## config.mk

```make
export PLATFORM = sky130hd
export DESIGN_NAME = source_text_tokenizer_unit
export DESIGN_NICKNAME = d
export VERILOG_FILES = /design/src/sv/stt_pkg.sv /design/src/sv/stt_front.sv /design/src/sv/stt_queue.sv /design/src/sv/stt_back.sv /design/src/sv/source_text_tokenizer_unit.sv
export VERILOG_INCLUDE_DIRS = /design/src /design/src/sv
export SDC_FILE = /design/constraint.sdc
export NUM_CORES = 1
export LEC_CHECK = 0
export ABC_AREA = 1
export BUFFER_PORTS_ARGS = -buffer_cell sky130_fd_sc_hd__buf_2
export CAP_MARGIN = 25
export CORE_ASPECT_RATIO = 1.1
export CORE_MARGIN = 3
export CORE_UTILIZATION = 37
export DETAILED_ROUTE_END_ITERATION = 10
export PLACE_DENSITY_LB_ADDON = 0.25
export SYNTH_ARGS = -nofsm -noshare
export SYNTH_HDL_FRONTEND = slang
export SYNTH_HIERARCHICAL = 1
export SYNTH_SLANG_ARGS = --single-unit
```

## constraint.sdc

```tcl
create_clock -name clk -period 4.5 [get_ports clk]
set_input_delay 0 -clock clk [delete_from_list [all_inputs] [get_ports clk]]
set_output_delay 0 -clock clk [all_outputs]
set_load 0.01 [all_outputs]
```

## src/sv/assert_macros.svh

```systemverilog
// Assertion macros shared by the tokenizer RTL.
`ifndef ASSERT_MACROS_SVH
`define ASSERT_MACROS_SVH

// Check that the consequent holds in the same cycle as the antecedent.
`define ASSERT_IMPLY(lbl, ante, cons, msg) \
    lbl: assert property (@(posedge clk) disable iff (!rst_n) (ante) |-> (cons)) \
        else $error(msg);

// Check that the consequent holds in the cycle after the antecedent.
`define ASSERT_NEXT(lbl, ante, cons, msg) \
    lbl: assert property (@(posedge clk) disable iff (!rst_n) (ante) |=> (cons)) \
        else $error(msg);

`endif

```

## src/sv/stt_pkg.sv

```systemverilog
// Shared types, codes and keyword tables for the source text tokenizer.
package stt_pkg;

    localparam int DEF_OFFSET_WIDTH = 32;
    localparam int DEF_LENGTH_WIDTH = 16;
    localparam int DEF_QUEUE_DEPTH  = 4;

    // Longest keyword, in characters
    localparam int KW_MAX_LEN = 6;
    localparam int KW_INT_LEN = 3;
    localparam int KW_DBL_LEN = 6;
    localparam int KW_PRT_LEN = 6;

    typedef enum logic [3:0] {
        KIND_END       = 4'd0,
        KIND_IDENT     = 4'd1,
        KIND_INT_LIT   = 4'd2,
        KIND_DBL_LIT   = 4'd3,
        KIND_KW_INT    = 4'd4,
        KIND_KW_DOUBLE = 4'd5,
        KIND_KW_PRINTF = 4'd6,
        KIND_PLUS      = 4'd7,
        KIND_MINUS     = 4'd8,
        KIND_STAR      = 4'd9,
        KIND_SLASH     = 4'd10,
        KIND_SEMI      = 4'd11,
        KIND_ASSIGN    = 4'd12,
        KIND_LPAREN    = 4'd13,
        KIND_RPAREN    = 4'd14,
        KIND_ERROR     = 4'd15
    } token_kind_t;

    typedef enum logic [2:0] {
        CLASS_SPACE,
        CLASS_ALPHA,
        CLASS_DIGIT,
        CLASS_DOT,
        CLASS_OTHER
    } char_class_t;

    typedef enum logic [1:0] {
        MODE_IDLE,
        MODE_IDENT,
        MODE_NUM
    } scan_mode_t;

    // Classified word handed from front to back
    typedef struct packed {
        logic [7:0]  char_code;
        logic        end_flag;
        char_class_t cls;
        token_kind_t punct_kind;
    } item_t;

    typedef struct packed {
        logic full;
        logic empty;
    } q_status_t;

    typedef struct packed {
        logic second_pending;
        logic scanning;
    } back_status_t;

    // Keywords that have character c at position idx: bit 0 int, bit 1 double, bit 2 printf
    function automatic logic [2:0] kw_match(input logic [7:0] c, input logic [2:0] idx);
        logic [2:0] m;
        m = 3'b000;
        case (idx)
            3'd0: m = {c == "p", c == "d", c == "i"};
            3'd1: m = {c == "r", c == "o", c == "n"};
            3'd2: m = {c == "i", c == "u", c == "t"};
            3'd3: m = {c == "n", c == "b", 1'b0};
            3'd4: m = {c == "t", c == "l", 1'b0};
            3'd5: m = {c == "f", c == "e", 1'b0};
            default: m = 3'b000;
        endcase
        return m;
    endfunction

endpackage

```

## src/sv/stt_front.sv

```systemverilog
// Front end: accepts source bytes, classifies them and tags each with its offset.
module stt_front #(
    parameter int OFFSET_WIDTH = stt_pkg::DEF_OFFSET_WIDTH
) (
    input  logic                    clk,
    input  logic                    rst_n,
    input  logic                    char_valid,
    output logic                    char_ready,
    input  logic [7:0]              char_code,
    input  logic                    end_of_input,
    input  stt_pkg::q_status_t      q_status,
    output logic                    push,
    output stt_pkg::item_t          item,
    output logic [OFFSET_WIDTH-1:0] item_pos
);
    import stt_pkg::*;

    logic [OFFSET_WIDTH-1:0] pos_reg;
    logic [OFFSET_WIDTH-1:0] pos_next;
    char_class_t             cls;
    token_kind_t             punct;

    // Accept a word whenever the queue has room
    assign char_ready = !q_status.full;
    assign push       = char_valid && char_ready;

    // Classify the byte
    always_comb
    begin
        if (char_code inside {8'd32, [8'd9:8'd13]})
            cls = CLASS_SPACE;
        else if (char_code inside {["a":"z"], ["A":"Z"], "_"})
            cls = CLASS_ALPHA;
        else if (char_code inside {["0":"9"]})
            cls = CLASS_DIGIT;
        else if (char_code == ".")
            cls = CLASS_DOT;
        else
            cls = CLASS_OTHER;
    end

    // Map single-character tokens; anything else is an error
    always_comb
    begin
        case (char_code)
            "+":     punct = KIND_PLUS;
            "-":     punct = KIND_MINUS;
            "*":     punct = KIND_STAR;
            "/":     punct = KIND_SLASH;
            ";":     punct = KIND_SEMI;
            "=":     punct = KIND_ASSIGN;
            "(":     punct = KIND_LPAREN;
            ")":     punct = KIND_RPAREN;
            default: punct = KIND_ERROR;
        endcase
    end

    assign item.char_code  = char_code;
    assign item.end_flag   = end_of_input;
    assign item.cls        = cls;
    assign item.punct_kind = punct;
    assign item_pos        = pos_reg;

    // Advance the byte offset on every accepted byte; the end mark takes no offset
    assign pos_next = (push && !end_of_input) ? pos_reg + 1'b1 : pos_reg;

    always_ff @(posedge clk or negedge rst_n)
    begin
        if (!rst_n)
            pos_reg <= '0;
        else
            pos_reg <= pos_next;
    end

endmodule

```

## src/sv/stt_queue.sv

```systemverilog
// Short register queue between the front and back ends.
module stt_queue #(
    parameter int DATA_WIDTH = 16,
    parameter int DEPTH      = stt_pkg::DEF_QUEUE_DEPTH
) (
    input  logic                  clk,
    input  logic                  rst_n,
    input  logic                  push,
    input  logic [DATA_WIDTH-1:0] wdata,
    input  logic                  pop,
    output logic [DATA_WIDTH-1:0] rdata,
    output stt_pkg::q_status_t    status
);
    import stt_pkg::*;

    localparam int PW = $clog2(DEPTH);
    localparam int CW = $clog2(DEPTH + 1);

    logic [DATA_WIDTH-1:0] mem_reg [DEPTH];
    logic [PW-1:0]         wr_ptr_reg;
    logic [PW-1:0]         wr_ptr_next;
    logic [PW-1:0]         rd_ptr_reg;
    logic [PW-1:0]         rd_ptr_next;
    logic [CW-1:0]         count_reg;
    logic [CW-1:0]         count_next;
    logic                  do_push;
    logic                  do_pop;

    assign status.full  = (count_reg == CW'(DEPTH));
    assign status.empty = (count_reg == '0);
    assign do_push      = push && !status.full;
    assign do_pop       = pop && !status.empty;
    assign rdata        = mem_reg[rd_ptr_reg];

    // Advance pointers with wrap at the depth
    always_comb
    begin
        wr_ptr_next = wr_ptr_reg;
        rd_ptr_next = rd_ptr_reg;
        count_next  = count_reg;
        if (do_push)
            wr_ptr_next = (wr_ptr_reg == PW'(DEPTH - 1)) ? '0 : wr_ptr_reg + 1'b1;
        if (do_pop)
            rd_ptr_next = (rd_ptr_reg == PW'(DEPTH - 1)) ? '0 : rd_ptr_reg + 1'b1;
        if (do_push && !do_pop)
            count_next = count_reg + 1'b1;
        else if (do_pop && !do_push)
            count_next = count_reg - 1'b1;
    end

    always_ff @(posedge clk or negedge rst_n)
    begin
        if (!rst_n)
        begin
            wr_ptr_reg <= '0;
            rd_ptr_reg <= '0;
            count_reg  <= '0;
        end
        else
        begin
            wr_ptr_reg <= wr_ptr_next;
            rd_ptr_reg <= rd_ptr_next;
            count_reg  <= count_next;
        end
    end

    // Store the word at the write pointer
    always_ff @(posedge clk)
    begin
        if (do_push)
            mem_reg[wr_ptr_reg] <= wdata;
    end

endmodule

```

## src/sv/stt_back.sv

```systemverilog
// Back end: scanner state machine and token output register.
module stt_back #(
    parameter int OFFSET_WIDTH = stt_pkg::DEF_OFFSET_WIDTH,
    parameter int LENGTH_WIDTH = stt_pkg::DEF_LENGTH_WIDTH
) (
    input  logic                    clk,
    input  logic                    rst_n,
    input  stt_pkg::item_t          item,
    input  logic [OFFSET_WIDTH-1:0] item_pos,
    input  logic                    item_avail,
    output logic                    item_pop,
    output logic                    token_valid,
    input  logic                    token_ready,
    output logic [3:0]              token_kind,
    output logic [OFFSET_WIDTH-1:0] start_offset,
    output logic [LENGTH_WIDTH-1:0] token_length,
    output logic                    last_result,
    output stt_pkg::back_status_t   status
);
    import stt_pkg::*;

    // Scanner state
    scan_mode_t              mode_reg;
    scan_mode_t              mode_next;
    logic                    dot_reg;
    logic                    dot_next;
    logic [2:0]              cand_reg;
    logic [2:0]              cand_next;
    logic [LENGTH_WIDTH-1:0] len_reg;
    logic [LENGTH_WIDTH-1:0] len_next;
    logic [OFFSET_WIDTH-1:0] start_reg;
    logic [OFFSET_WIDTH-1:0] start_next;

    // Second token of a word, held until the output frees
    logic                    pend_valid_reg;
    token_kind_t             pend_kind_reg;
    logic [OFFSET_WIDTH-1:0] pend_start_reg;
    logic [LENGTH_WIDTH-1:0] pend_len_reg;

    // Output register
    logic                    out_valid_reg;
    token_kind_t             out_kind_reg;
    logic [OFFSET_WIDTH-1:0] out_start_reg;
    logic [LENGTH_WIDTH-1:0] out_len_reg;
    logic                    out_last_reg;

    logic                    advance;
    logic                    take;
    logic                    absorbed;
    logic                    flush_v;
    token_kind_t             flush_kind;
    token_kind_t             ident_kind;
    logic                    char_v;
    token_kind_t             char_kind;
    logic [LENGTH_WIDTH-1:0] char_len;
    logic [LENGTH_WIDTH-1:0] len_grown;
    logic [2:0]              cand_cont;

    assign advance  = !out_valid_reg || token_ready;
    assign take     = advance && !pend_valid_reg && item_avail;
    assign item_pop = take;

    // Saturating length step and keyword candidates for a continuing identifier
    assign len_grown = (len_reg == '1) ? len_reg : len_reg + 1'b1;
    assign cand_cont = (len_reg < LENGTH_WIDTH'(KW_MAX_LEN))
                       ? (cand_reg & kw_match(item.char_code, len_reg[2:0])) : 3'b000;

    // Resolve the kind of a finished identifier
    always_comb
    begin
        ident_kind = KIND_IDENT;
        if (cand_reg[0] && len_reg == LENGTH_WIDTH'(KW_INT_LEN))
            ident_kind = KIND_KW_INT;
        if (cand_reg[1] && len_reg == LENGTH_WIDTH'(KW_DBL_LEN))
            ident_kind = KIND_KW_DOUBLE;
        if (cand_reg[2] && len_reg == LENGTH_WIDTH'(KW_PRT_LEN))
            ident_kind = KIND_KW_PRINTF;
    end

    // Next scanner state and the tokens this word produces
    always_comb
    begin
        mode_next  = mode_reg;
        dot_next   = dot_reg;
        cand_next  = cand_reg;
        len_next   = len_reg;
        start_next = start_reg;
        absorbed   = 1'b0;
        flush_v    = 1'b0;
        flush_kind = (mode_reg == MODE_NUM) ? (dot_reg ? KIND_DBL_LIT : KIND_INT_LIT)
                                            : ident_kind;
        char_v     = 1'b0;
        char_kind  = item.punct_kind;
        char_len   = LENGTH_WIDTH'(1);

        if (item.end_flag)
        begin
            // Flush the pending token, then emit the end token
            flush_v   = (mode_reg != MODE_IDLE);
            mode_next = MODE_IDLE;
            dot_next  = 1'b0;
            cand_next = 3'b000;
            len_next  = '0;
            char_v    = 1'b1;
            char_kind = KIND_END;
            char_len  = '0;
        end
        else
        begin
            case (mode_reg)
                MODE_IDENT:
                begin
                    if (item.cls inside {CLASS_ALPHA, CLASS_DIGIT})
                    begin
                        absorbed  = 1'b1;
                        cand_next = cand_cont;
                        len_next  = len_grown;
                    end
                    else
                        flush_v = 1'b1;
                end
                MODE_NUM:
                begin
                    if (item.cls == CLASS_DIGIT)
                    begin
                        absorbed = 1'b1;
                        len_next = len_grown;
                    end
                    else if (item.cls == CLASS_DOT && !dot_reg)
                    begin
                        absorbed = 1'b1;
                        dot_next = 1'b1;
                        len_next = len_grown;
                    end
                    else
                        flush_v = 1'b1;
                end
                default: ;
            endcase

            if (!absorbed)
            begin
                // Emit any pending token, then handle the byte on its own
                mode_next = MODE_IDLE;
                dot_next  = 1'b0;
                cand_next = 3'b000;
                len_next  = '0;
                case (item.cls)
                    CLASS_SPACE: ;
                    CLASS_ALPHA:
                    begin
                        mode_next  = MODE_IDENT;
                        start_next = item_pos;
                        cand_next  = kw_match(item.char_code, 3'd0);
                        len_next   = LENGTH_WIDTH'(1);
                    end
                    CLASS_DIGIT:
                    begin
                        mode_next  = MODE_NUM;
                        start_next = item_pos;
                        len_next   = LENGTH_WIDTH'(1);
                    end
                    default:
                        char_v = 1'b1;
                endcase
            end
        end
    end

    // Control registers
    always_ff @(posedge clk or negedge rst_n)
    begin
        if (!rst_n)
        begin
            mode_reg       <= MODE_IDLE;
            dot_reg        <= 1'b0;
            cand_reg       <= 3'b000;
            len_reg        <= '0;
            start_reg      <= '0;
            pend_valid_reg <= 1'b0;
            out_valid_reg  <= 1'b0;
        end
        else
        begin
            if (take)
            begin
                mode_reg  <= mode_next;
                dot_reg   <= dot_next;
                cand_reg  <= cand_next;
                len_reg   <= len_next;
                start_reg <= start_next;
            end
            if (advance)
            begin
                if (pend_valid_reg)
                begin
                    out_valid_reg  <= 1'b1;
                    pend_valid_reg <= 1'b0;
                end
                else if (take)
                begin
                    out_valid_reg  <= flush_v || char_v;
                    pend_valid_reg <= flush_v && char_v;
                end
                else
                    out_valid_reg <= 1'b0;
            end
        end
    end

    // Token payload
    always_ff @(posedge clk)
    begin
        if (advance)
        begin
            if (pend_valid_reg)
            begin
                out_kind_reg  <= pend_kind_reg;
                out_start_reg <= pend_start_reg;
                out_len_reg   <= pend_len_reg;
                out_last_reg  <= 1'b1;
            end
            else if (take)
            begin
                if (flush_v)
                begin
                    out_kind_reg  <= flush_kind;
                    out_start_reg <= start_reg;
                    out_len_reg   <= len_reg;
                    out_last_reg  <= !char_v;
                end
                else
                begin
                    out_kind_reg  <= char_kind;
                    out_start_reg <= item_pos;
                    out_len_reg   <= char_len;
                    out_last_reg  <= 1'b1;
                end
                pend_kind_reg  <= char_kind;
                pend_start_reg <= item_pos;
                pend_len_reg   <= char_len;
            end
        end
    end

    assign token_valid           = out_valid_reg;
    assign token_kind            = out_kind_reg;
    assign start_offset          = out_start_reg;
    assign token_length          = out_len_reg;
    assign last_result           = out_last_reg;
    assign status.second_pending = pend_valid_reg;
    assign status.scanning       = (mode_reg != MODE_IDLE);

endmodule

```

## src/sv/source_text_tokenizer_unit.sv

```systemverilog
// An accepted byte is written to the queue, then scanned into the output register.
// Throughput: one byte per cycle while the queue has room; a byte that closes a token
//   and makes one more stalls on the pending token; the four-word queue absorbs it.
// The scanner state machine emits at most one token per cycle through its output register.
// Reset clears the byte offset, scanner state, queue and output valid at once.
`include "assert_macros.svh"

module source_text_tokenizer_unit #(
    parameter int OFFSET_WIDTH = stt_pkg::DEF_OFFSET_WIDTH,
    parameter int LENGTH_WIDTH = stt_pkg::DEF_LENGTH_WIDTH,
    parameter int QUEUE_DEPTH  = stt_pkg::DEF_QUEUE_DEPTH
) (
    input  logic                    clk,
    input  logic                    rst_n,
    input  logic                    char_valid,
    output logic                    char_ready,
    input  logic [7:0]              char_code,
    input  logic                    end_of_input,
    output logic                    token_valid,
    input  logic                    token_ready,
    output logic [3:0]              token_kind,
    output logic [OFFSET_WIDTH-1:0] start_offset,
    output logic [LENGTH_WIDTH-1:0] token_length,
    output logic                    last_result
);
    import stt_pkg::*;

    localparam int IW = $bits(item_t);
    localparam int QW = IW + OFFSET_WIDTH;

    item_t                   f_item;
    logic [OFFSET_WIDTH-1:0] f_pos;
    logic                    q_push;
    logic                    q_pop;
    logic [QW-1:0]           q_rdata;
    q_status_t               q_status;
    back_status_t            b_status;
    logic                    out_first;
    logic                    out_end;

    stt_front #(
        .OFFSET_WIDTH (OFFSET_WIDTH)
    ) u_front (
        .clk          (clk),
        .rst_n        (rst_n),
        .char_valid   (char_valid),
        .char_ready   (char_ready),
        .char_code    (char_code),
        .end_of_input (end_of_input),
        .q_status     (q_status),
        .push         (q_push),
        .item         (f_item),
        .item_pos     (f_pos)
    );

    stt_queue #(
        .DATA_WIDTH (QW),
        .DEPTH      (QUEUE_DEPTH)
    ) u_queue (
        .clk    (clk),
        .rst_n  (rst_n),
        .push   (q_push),
        .wdata  ({f_pos, f_item}),
        .pop    (q_pop),
        .rdata  (q_rdata),
        .status (q_status)
    );

    stt_back #(
        .OFFSET_WIDTH (OFFSET_WIDTH),
        .LENGTH_WIDTH (LENGTH_WIDTH)
    ) u_back (
        .clk          (clk),
        .rst_n        (rst_n),
        .item         (item_t'(q_rdata[IW-1:0])),
        .item_pos     (q_rdata[QW-1:IW]),
        .item_avail   (!q_status.empty),
        .item_pop     (q_pop),
        .token_valid  (token_valid),
        .token_ready  (token_ready),
        .token_kind   (token_kind),
        .start_offset (start_offset),
        .token_length (token_length),
        .last_result  (last_result),
        .status       (b_status)
    );

    assign out_first = token_valid && !last_result;
    assign out_end   = token_valid && (token_kind == KIND_END);

    // Queue and scanner consistency
    `ASSERT_IMPLY(a_pop_nonempty, q_pop, !q_status.empty, "pop from empty queue")
    `ASSERT_NEXT(a_push_fills, q_push && !q_pop, !q_status.empty, "pushed word lost")
    `ASSERT_IMPLY(a_first_of_two, out_first, b_status.second_pending, "lone first token")
    `ASSERT_IMPLY(a_end_token, out_end, token_length == '0 && last_result, "bad end token")

endmodule

```

# Word-level counts from Yosys, hierarchy flattened
# Memory sizes are Yosys's and may differ from the RTL's.
# Cells that the tools add are included.
# W data, S select, Z words.
dict set report word_totals {
  reg_bits 200
  ramBits 192
  word_cells 201
  memories 1
}
dict set report classes {
  add_sub_neg 6
  order_cmp 9
  n_eq_ne 48
  mux 69
  bitwise 4
  reduce_logical 46
}
# memory words width rd rd_ports_with_merged_regs write_ports line
set mem_list {}
lappend mem_list {u_queue.mem_reg 4 48 1 0 1 stt_queue.sv:19} ;# logic [DATA_WIDTH-1:0] mem_reg [DEPTH];
# cell n
set ops {}
lappend ops {{$mux W16} 9}
lappend ops {{$eq A8 B7 Y1 const B} 13}
lappend ops {{$mux W32} 3}
lappend ops {{$eq A8 B6 Y1 const B} 10}
lappend ops {{$mux W3} 15}
lappend ops {{$add A32 B1 Y32 const B} 1}
lappend ops {{$pmux W16 S2} 1}
lappend ops {{$pmux W4 S8} 1}
lappend ops {{$mux W1} 27}
lappend ops {{$mux W4} 5}
lappend ops {{$pmux W3 S6} 1}
lappend ops {{$logic_and A1 B1 Y1} 17}
lappend ops {{$add A16 B1 Y16 const B} 1}
lappend ops {{$eq A16 B16 Y1 const B} 1}
lappend ops {{$eq A16 B2 Y1 const B} 1}
lappend ops {{$eq A16 B3 Y1 const B} 1}
lappend ops {{$ge A8 B7 Y1 const B} 2}
lappend ops {{$le A8 B7 Y1 const B} 2}
lappend ops {{$lt A16 B3 Y1 const B} 1}
lappend ops {{$eq A3 B2 Y1 const B} 4}
lappend ops {{$reduce_and A4 Y1} 3}
lappend ops {{$reduce_bool A2 Y1} 5}
lappend ops {{$eq A3 B3 Y1 const B} 3}
lappend ops {{$logic_not A1 Y1} 9}
lappend ops {{other kinds (27)} 46}

# Depth between registers and ports, before layout
# Gate-level depths: netlist (run 1).
# An unclocked memory read counts as a cell.
dict set report depth {
  depth_word 12
  mapped_depth 18
}

# Modules after synthesis
# Netlist (run 1), hierarchy kept.
# mod n_inst cells_per_inst area_per_inst_um2 seq_area_each_um2
set modules_own_cells {}
lappend modules_own_cells {stt_queue 1 622 8290.5 5940.7}
lappend modules_own_cells {stt_back 1 753 7108.1 4103.9}
lappend modules_own_cells {stt_front 1 329 2262.2 800.8}
lappend modules_own_cells {source_text_tokenizer_unit 1 1 3.8 0.0}

# Least setup slack after synthesis (run 1)
# Ideal clock, no wire load.
dict set report synth_path {
  path_kind {reg-to-reg}
  startpoint {register u_back.pend_valid_reg}
  endpoint {register u_back.pend_kind_reg[0] (enable)}
  t_arrival_ns 3.410
  required_ns 4.023
  setup_slack_ns 0.613
  path_stages_with_launch 4
  path_buffers 2
  cell_sequence {dfrtp_1 -> clkbuf_1 -> buf_1 -> nor3_1}
}
dict set report synth_via {
  elab_chain_cells 4
}
# element line
set synth_lines {}
lappend synth_lines {{start: declaration} stt_back.sv:35} ;# logic pend_valid_reg;
lappend synth_lines {{start signal: assignment} stt_back.sv:203} ;# pend_valid_reg <= flush_v && char_v;
lappend synth_lines {{$logic_not A1 Y1} stt_back.sv:60} ;# assign take = advance && !pend_valid_reg && item_avail;
lappend synth_lines {{$logic_and A1 B1 Y1 (2 in series)} stt_back.sv:60}
lappend synth_lines {{$reduce_and A3 Y1 (no line) (*)} --}
lappend synth_lines {{end signal: assignment} stt_back.sv:239} ;# pend_kind_reg <= char_kind;
lappend synth_lines {{end: declaration} stt_back.sv:36} ;# token_kind_t pend_kind_reg;
# Mark *: on every way between the ends. The rest lies on a longest branch, timed or not.
# A chain may end at the register's enable or synchronous reset.

# Worst setup path in the final report (run 1)
dict set report layout_path {
  startpoint {register u_queue.rd_ptr_reg[1]}
  endpoint {register u_back.out_start_reg[15], in the netlist u_back/start_offset[15] (data pin)}
}
dict set report layout_via {
  elab_chain_cells 10
}
# element line
set layout_lines {}
lappend layout_lines {{start: declaration} stt_queue.sv:22} ;# logic [PW-1:0] rd_ptr_reg;
lappend layout_lines {{start signal: assignment} stt_queue.sv:62} ;# rd_ptr_reg <= rd_ptr_next;
lappend layout_lines {{$mem_v2 Z4 W48 (*)} --}
lappend layout_lines {{via q_rdata[6]} source_text_tokenizer_unit.sv:35} ;# logic [QW-1:0] q_rdata;
lappend layout_lines {{$eq A3 B2 Y1} stt_back.sv:129} ;# else if (item.cls == CLASS_DOT && !dot_reg)
lappend layout_lines {{$logic_and A1 B1 Y1} stt_back.sv:129}
lappend layout_lines {{$mux W1} stt_back.sv:129}
lappend layout_lines {{$mux W1} stt_back.sv:124} ;# if (item.cls == CLASS_DIGIT)
lappend layout_lines {{$pmux W1 S2 (*)} stt_back.sv:110} ;# case (mode_reg)
lappend layout_lines {{$mux W1 (*)} stt_back.sv:96} ;# if (item.end_flag)
lappend layout_lines {{$mux W32 (*)} stt_back.sv:225} ;# if (flush_v)
lappend layout_lines {{$mux W32 (*)} stt_back.sv:223} ;# else if (take)
lappend layout_lines {{$mux W32 (*)} stt_back.sv:216} ;# if (pend_valid_reg)
lappend layout_lines {{end signal: assignment} stt_back.sv:219} ;# out_start_reg <= pend_start_reg;
lappend layout_lines {{end signal: assignment} stt_back.sv:228} ;# out_start_reg <= start_reg;
lappend layout_lines {{end signal: assignment} stt_back.sv:235} ;# out_start_reg <= item_pos;
lappend layout_lines {{end: declaration} stt_back.sv:43} ;# logic [OFFSET_WIDTH-1:0] out_start_reg;
# Mark *: on every way through the listed nets, which the timed path passes. The rest lies on a longest branch. The select of a mux whose other input is x is not followed.

==> results of run 1 <==
## routing by layer
| layer | global-route usage | vias to the layer above |
|---|---|---|
| met5 | 0 | - |
| met4 | 0.0389 | 0 |
| met3 | 0.0226 | 48 |
| met2 | 0.230 | 208 |
| met1 | 0.198 | 5358 |
| li1 | - | 5781 |
## power by group
group          leakage [nW]  switching [W]  internal, W
Combinational          3.62        0.00290      0.00118
Sequential             3.66       0.000397      0.00509
Clock                 0.690        0.00133      0.00217
## metrics by stage
step	hold slack, ps	setup WS, ps	power (W)	std cells	area, um2
3_3_place_gp	121	1340	0.00960	2351	18400
4_1_cts	77.7	1260	0.0133	2434	19900
2_1_floorplan	-296	626	0.00871	1704	17700
3_5_place_dp	112	1250	0.00971	2351	18400
5_1_grt	129	936	0.0140	2434	19900
6_report	62.8	1280	0.0131	2434	19900
## critical path, delay by kind of cell (launching register included)
kind | cells | cell delay [ps]
buffers and inverters | 3 | 1010
AND/OR/NAND/NOR | 6 | 970
AO/OA/AOI/OAI | 4 | 560
flip-flops | 1 | 360
## worst max-delay path by stage
stage	depth (start not counted)	startpoint	end
after detailed placement	13	u_queue/rd_ptr_reg[1]	u_back/start_offset[16]
after global routing	10	u_queue/rd_ptr_reg[0]	u_back/start_offset[22]
after CTS	13	u_queue/rd_ptr_reg[1]	u_back/start_offset[15]
after floorplan	3	u_back/pend_valid_reg	u_back/pend_kind_reg[0]
final	13	u_queue/rd_ptr_reg[1]	u_back/start_offset[15]
after global placement	13	u_queue/rd_ptr_reg[1]	u_back/start_offset[14]
## final cells by class
type	count	share of cell area
flip-flops and latches	377	0.545
multi-input cells	1008	0.270
clock buffers	43	0.0513
inverters	248	0.0467
well taps	637	0.0400
repair buffers	93	0.0283
clock inverters	28	0.0197
## timing repair
action                    4_1_cts  5_1_grt
resized for setup               0        0
hold endpoints to repair      103        0
hold buffers                   12        0
## layout by cell type (no fill, tap or decap), types with 3 or more instances in the layout
master,count
edfxtp_1,282
clkbuf_16,40
nor3_1,14
nand3_1,63
nor2_1,123
nand3b_1,4
xor2_1,23
dfrtp_1,92
clkinvlp_4,3
xnor2_1,7
nand2_2,6
a21oi_1,44
o21ai_1,25
nor3_4,3
o211ai_1,76
o21ai_2,11
o211ai_2,27
nand2_4,4
dlygate4sd3_1,12
nand2_1,431
clkinv_1,5
nand3_2,5
nor3_2,5
ha_1,15
nor2_4,11
clkinv_2,9
nand4_1,22
nor2_2,14
inv_2,13
buf_4,15
buf_2,66
inv_1,233
bufinv_16,9
o21ai_0,58
==> results.md, run 1 <==
Outcome:
- The run finished with clean final reports.

STA:
- Clock skew on the completed layout was measured at 24.8 ps.
- The hold violation total from the final report is 0.
- The count of pins over their slew limit is 0.
- The final worst-path cycle share is 0.716.
- Derived from the worst setup path, the maximum achievable clock frequency is 311 MHz.
- The final-layout setup total negative slack is 0 ps.
- The clock period could shrink to 3220 ps.
- The remaining max-slew budget at the tightest pin is 0.386.
- The number of failing setup endpoints in the final timing report is 0.
- The slew at the pin closest to its max-slew limit is 921 ps.
- Setup repair after global routing left no endpoint under its margin.

Final layout:
- The filler cell count in the final layout is 4453.
- The number of diodes is 0.
- Once layout is complete, the utilization of the core stands at 0.425.
- In the final layout, the multi-input gates occupy 5370 um2.
- The final layout contains 1796 nets.
- Of the cells placed in the final design, the portion with a size suffix greater than 1 is 0.142.
- The footprint of the flip-flops and latches is 10900 um2.
- The area growth from synthesis to layout is 12.9%.
- The number of flip-flops under the largest register name is 192.

Synth:
- The synthesized net count is 1733.
- The number of standard cells after synthesis is 1704.
- The number of synthesis warnings is 6.
- After synthesis, the mean cell area works out to 10.4 um2.
- The netlist area before placement is 17700 um2.

Worst setup path:
- The required time at the worst-slack endpoint is 4750 ps.
- STA classifies the critical path endpoint as a flip-flop.
- The worst path arrival time is 3470 ps.
- By startpoint and endpoint, the worst setup path is classified as flip-flop to flip-flop.
- The setup check on the worst reg-to-reg path leaves a slack of 1280 ps.
- The beginning of the worst register-to-register path is u_queue/rd_ptr_reg[1].
- Of all nets on the critical path, the largest fanout is 50.
- The reg-to-reg critical path endpoint is u_back/start_offset[15].
- Traced cell by cell, the critical path runs through buf_4 > o211ai_2 > nand2_1 > inv_2 > nand3_1 > nand2_2 > o22ai_4 > nand2_2 > nand2_4 > buf_4 > nand2_1 > o21ai_0 > o21ai_0.
- The worst setup path is launched from a flip-flop.
- Among all stages on the critical path, the largest delay is contributed by buf_4.
- The worst register-to-register path has a depth of 13.
- In this design, the stage delay of the slowest critical-path cell is 600 ps.

Floorplanning:
- The I/O pin count is 68.
- The die area is 50400 um2.
- Measured along the x axis, the die boundary spans 214 um.
- Measured along the y axis, the die boundary spans 235 um.
- The standard-cell row count is 83.
- The initial standard-cell utilization of the core is 0.376.
- The core area is 46900 um2.

CTS:
- In this run the deepest clock path goes through 3 buffers.
- CTS placed an instance of clkbuf_16 at the clock tree root.
- The tree built by TritonCTS fans out to 377 sinks.
- Clock-pin slew was measured on the worst setup and hold paths at 60 ps.
- For the worst-skew pair, the clock arrives at the later sink with an insertion delay of 540 ps.
- The H-tree was split into 2 levels.
- TritonCTS built the clock tree.
- The total clock buffers created by CTS is 39.
- Post-CTS timing repair inserted 0 buffers for setup.

Place:
- The routability congestion estimate is 0.875.
- Summed over all nets, the half-perimeter wirelength after detailed placement is 22.9 mm.
- The count of buffers from port buffering is 67.

Flow run:
- The number of max-capacitance violations reported is 0.

Detailed routing:
- For this run, design rule violations remaining after detail routing come to 0.
- Summing over every cut layer, the via total after detailed routing is 11400.
- Before antenna repair, the detailed router went through 5 iterations.
- The detailed router put a total of 16.7 mm of wire on met1.
- The final routed wirelength across all metal layers is 35.5 mm.
- The remaining antenna violation count after routing is 0.
- The highest signal layer in the routed design is met4.
- Dividing the detail-routed wire length by the instance count gives 14.6 um.
- For this block, the initial DRC count from the detailed router was 726.
- After detailed routing, the met2 layer carries 16.5 mm of wire.
- The detailed-routed wire length on met3 is 1.45 mm.
- Dividing the detail-routed via count by the number of cells gives 4.68.

Power and ir drop:
- The static leakage power is 7.97 nW.
- In this run the power density over the cells is 656 nW/um2.
- Across the VDD grid, the largest voltage drop is 0.000432 V.

Worst hold path:
- In this run the worst hold path is classified as input port to asynchronous set/reset pin.

Global routing:
- The global-route usage over all layers is 0.142.
- Summed over all layers, the global routing overflow is 0.
- Entering global routing, the biggest net connects 93 pins.
- The first-pass GRT wire length is 58.5 mm.
- The initial antenna violation count was 0.
- The number of global-route vias before repair is 11000.
No activity file was read; power rests on OpenSTA's default activity.
==> run 2: changes to the inputs <==
ABC_AREA = 0   (was 1)
clock period = 3.35 ns   (was 4.5 ns; I/O delays follow)
==> results.md, run 2 <==
Global routing:
- The pin count of the biggest net entering global routing is 55 (was 93).
- The initial antenna violation count is 0 (unchanged).
- The global-route usage over all layers came to 0.144 (was 0.142).
- The first-pass GRT wire length was 51.7 mm (was 58.5 mm).
- The number of global-route vias before repair came to 8951 (was 11000).
- The overall overflow remaining after global route was 0 (unchanged).

STA:
- The final worst-path cycle share is 0.915 (was 0.716).
- The hold violation total from the final report came to 0 (unchanged).
- The setup clock skew after layout is 19.7 ps (was 24.8 ps).
- The upper clock frequency limit is 326 MHz (was 311 MHz).
- Unrepaired setup endpoints after global routing: false (unchanged).
- The number of failing setup endpoints in the final timing report came to 0 (unchanged).
- The final critical-path required period is 3060 ps (was 3220 ps).
- The count of pins over their slew limit is 0 (unchanged).
- The remaining max-slew budget at the tightest pin is 0.336 (was 0.386).
- The slew at the pin closest to its max-slew limit was 996 ps (was 921 ps).
- The final-layout setup total negative slack is 0 ps (unchanged).

Final layout:
- The most common cell after layout, fill and taps aside is edfxtp_1 (was nand2_1).
- Commonest cells after routing, fill and taps aside: edfxtp_1 (282), dfrtp_1 (93), buf_2 (66), nand2_1 (66), mux4_2 (48) (was nand2_1 (431), edfxtp_1 (282), inv_1 (233)).
- The share of layout cells above drive strength 1 came to 0.226 (was 0.142).
- The area growth from synthesis to layout is 13.8% (was 12.9%).
- The cell area after layout was 18100 um2 (was 19900 um2).
- The number of nets in the final layout is 1131 (was 1796).
- The number of flip-flops under the largest register name is 192 (unchanged).
- The filler cell count in the final layout is 3767 (was 4453).
- The number of standard cells in the layout, taps in and fillers out is 1697 (was 2434).
- The number of diodes came to 0 (unchanged).
- The final design utilization was 0.427 (was 0.425).

CTS:
- The clock latency on the worst-skew pair was 530 ps (was 540 ps).
- The H-tree level count is 2 (unchanged).
- The clock sink total is 377 (unchanged).
- The clock tree from TritonCTS is yes (unchanged).
- The post-cts repair resize count is 0 (unchanged).
- The largest buffer count on any clock path is 3 (unchanged).
- The total clock buffers created by CTS is 37 (was 39).
- The CTS clock-pin slew for the worst setup and hold paths is 60 ps (about the same).
- The buffer cell driving the clock tree root is clkbuf_16 (unchanged).

Place:
- The detailed-placement wirelength estimate was 19.9 mm (was 22.9 mm).
- The area of placed instances came to 16900 um2 (was 18400 um2).
- The count of placed standard cells including taps is 1617 (was 2351).
- The routability congestion estimate is 0.759 (was 0.875).
- The count of buffers from port buffering came to 67 (unchanged).

Detailed routing:
- The remaining antenna violation count after routing is 0 (unchanged).
- The count of routing violations after the opening detailed-route iteration came to 621 (was 726).
- The length of the first detailed-routing pass in iterations is 5 (unchanged).
- The final routed wirelength across all metal layers is 33.1 mm (was 35.5 mm).
- The total via count in the routed design is 8727 (was 11400).
- The via-per-instance ratio is 5.14 (was 4.68).
- The number of DRC violations after detailed routing is 0 (unchanged).
- The routed wirelength normalized by instance count is 19.5 um (was 14.6 um).

Worst setup path:
- The nature of the critical path endpoint is a flip-flop (unchanged).
- The required time at the worst-slack endpoint is 3710 ps (was 4750 ps).
- The type of the worst setup path is flip-flop to flip-flop (unchanged).
- The worst path arrival time is 3430 ps (was 3470 ps).
- The buffers plus inverters on the worst setup path is 1 (was 3).
- The biggest fanout along the worst timing path came to 14 (was 50).
- The kind of start point of the critical path is a flip-flop (unchanged).
- Cells traversed along the worst timing path: mux4_2 > nor2b_1 > a221oi_1 > and2_1 > a21oi_4 > buf_4 > a21oi_1 > a2bb2oi_1 (was buf_4 > o211ai_2 > nand2_1 > inv_2 > nand3_1 > nand2_2 > o22ai_4 > nand2_2 > nand2_4 > buf_4 > nand2_1 > o21ai_0 > o21ai_0).
- The cell family contributing the most delay on the critical path is compound AO/OA/AOI/OAI gates (was buffers and inverters).
- The delay of the slowest critical-path stage is 520 ps (was 600 ps).
- The cell with the biggest individual delay on the critical path is mux4_2 (was buf_4).

Floorplanning:
- The chip height is 223 um (was 235 um).
- The die area came to 45500 um2 (was 50400 um2).
- The core area is 42400 um2 (was 46900 um2).
- The I/O pin count is 68 (unchanged).
- The initial standard-cell utilization of the core is 0.375 (was 0.376).
- The horizontal die dimension is 204 um (was 214 um).
- The standard-cell row count is 79 (was 83).

Power and ir drop:
- The total power is 0.0163 W (was 0.0131 W).
- The share of power burned in the clock network is 0.232 (was 0.268).
- The peak ir drop on the vdd network is 0.000382 V (was 0.000432 V).
- The proportion of power drawn by flip-flops and latches came to 0.447 (was 0.420).
- The static leakage power is 6.39 nW (was 7.97 nW).
- The proportion of total power due to net switching was 0.325 (was 0.354).
- The internal cell power is 0.0110 W (was 0.00844 W).
- The combinational share of power came to 0.321 (was 0.313).
- The net load switching power is 0.00530 W (was 0.00463 W).
- The total power divided by cell area is 902 nW/um2 (was 656 nW/um2).

Outcome:
- Status: finished, final reports clean (unchanged).

Synth:
- The netlist area before placement was 15900 um2 (was 17700 um2).
- The number of synthesis warnings is 6 (unchanged).
- The number of standard cells after synthesis came to 1017 (was 1704).
- The synthesized net count came to 1046 (was 1733).
- The average size of a mapped cell is 15.6 um2 (was 10.4 um2).

Flow run:
- The number of max-capacitance violations reported is 0 (unchanged).

Worst hold path:
- The worst hold-check path type is input port to asynchronous set/reset pin (unchanged).
[run 2: worst paths after layout]
check,startpoint,end,slack [ps],depth (start not counted)
min reg2reg,u_back/start_reg[0],u_back/start_reg[0],490,1
min,rst_n,u_back/start_reg[21],90,2
min in group clk,char_code[7],u_queue/mem_reg[0][15],310,2
max,u_queue/rd_ptr_reg[0],u_back/start_offset[19],290,8
max in group asynchronous,rst_n,u_front/item_pos[3],2370,3
max reg2reg,u_queue/rd_ptr_reg[0],u_back/start_offset[19],290,8
[run 2: power by group through the flow]
stage               Sequential (W)  Clock, W  Combinational, W
CTS                        0.00732   0.00390           0.00529
floorplan                  0.00738         0           0.00354
global route               0.00743   0.00409           0.00576
detailed placement         0.00740         0           0.00527
global placement           0.00736         0           0.00518
finish                     0.00730   0.00379           0.00524
[run 2: timing repair]
| action | in CTS | in global routing |
|---|---|---|
| endpoints found under the hold margin | 107 | 0 |
| setup buffers | 0 | 0 |
| endpoints found under the setup margin | 0 | 12 |
| hold buffers | 12 | 0 |
[run 2: layout make-up]
cell class	instances	area, um2	area share
multi-input cells	550	4640	0.257
repair buffers	107	706	0.0390
flip-flops and latches	377	10900	0.599
well taps	567	709	0.0392
clock buffers	53	1010	0.0556
inverters	29	109	0.00601
clock inverters	14	75.1	0.00415
[run 2: metal layers]
| layer | share of wire | GRT usage |
|---|---|---|
| met5 | 0 | 0 |
| met4 | 0.017 | 0.0340 |
| met1 | 0.45 | 0.195 |
| met3 | 0.036 | 0.0200 |
| met2 | 0.50 | 0.248 |
[run 2: stage by stage]
stage	setup slack, ps	hold WS, ps
after floorplan	494	-296
after global placement	221	133
after detailed placement	154	137
after CTS	159	124
after global routing	128	151
final	285	88.9
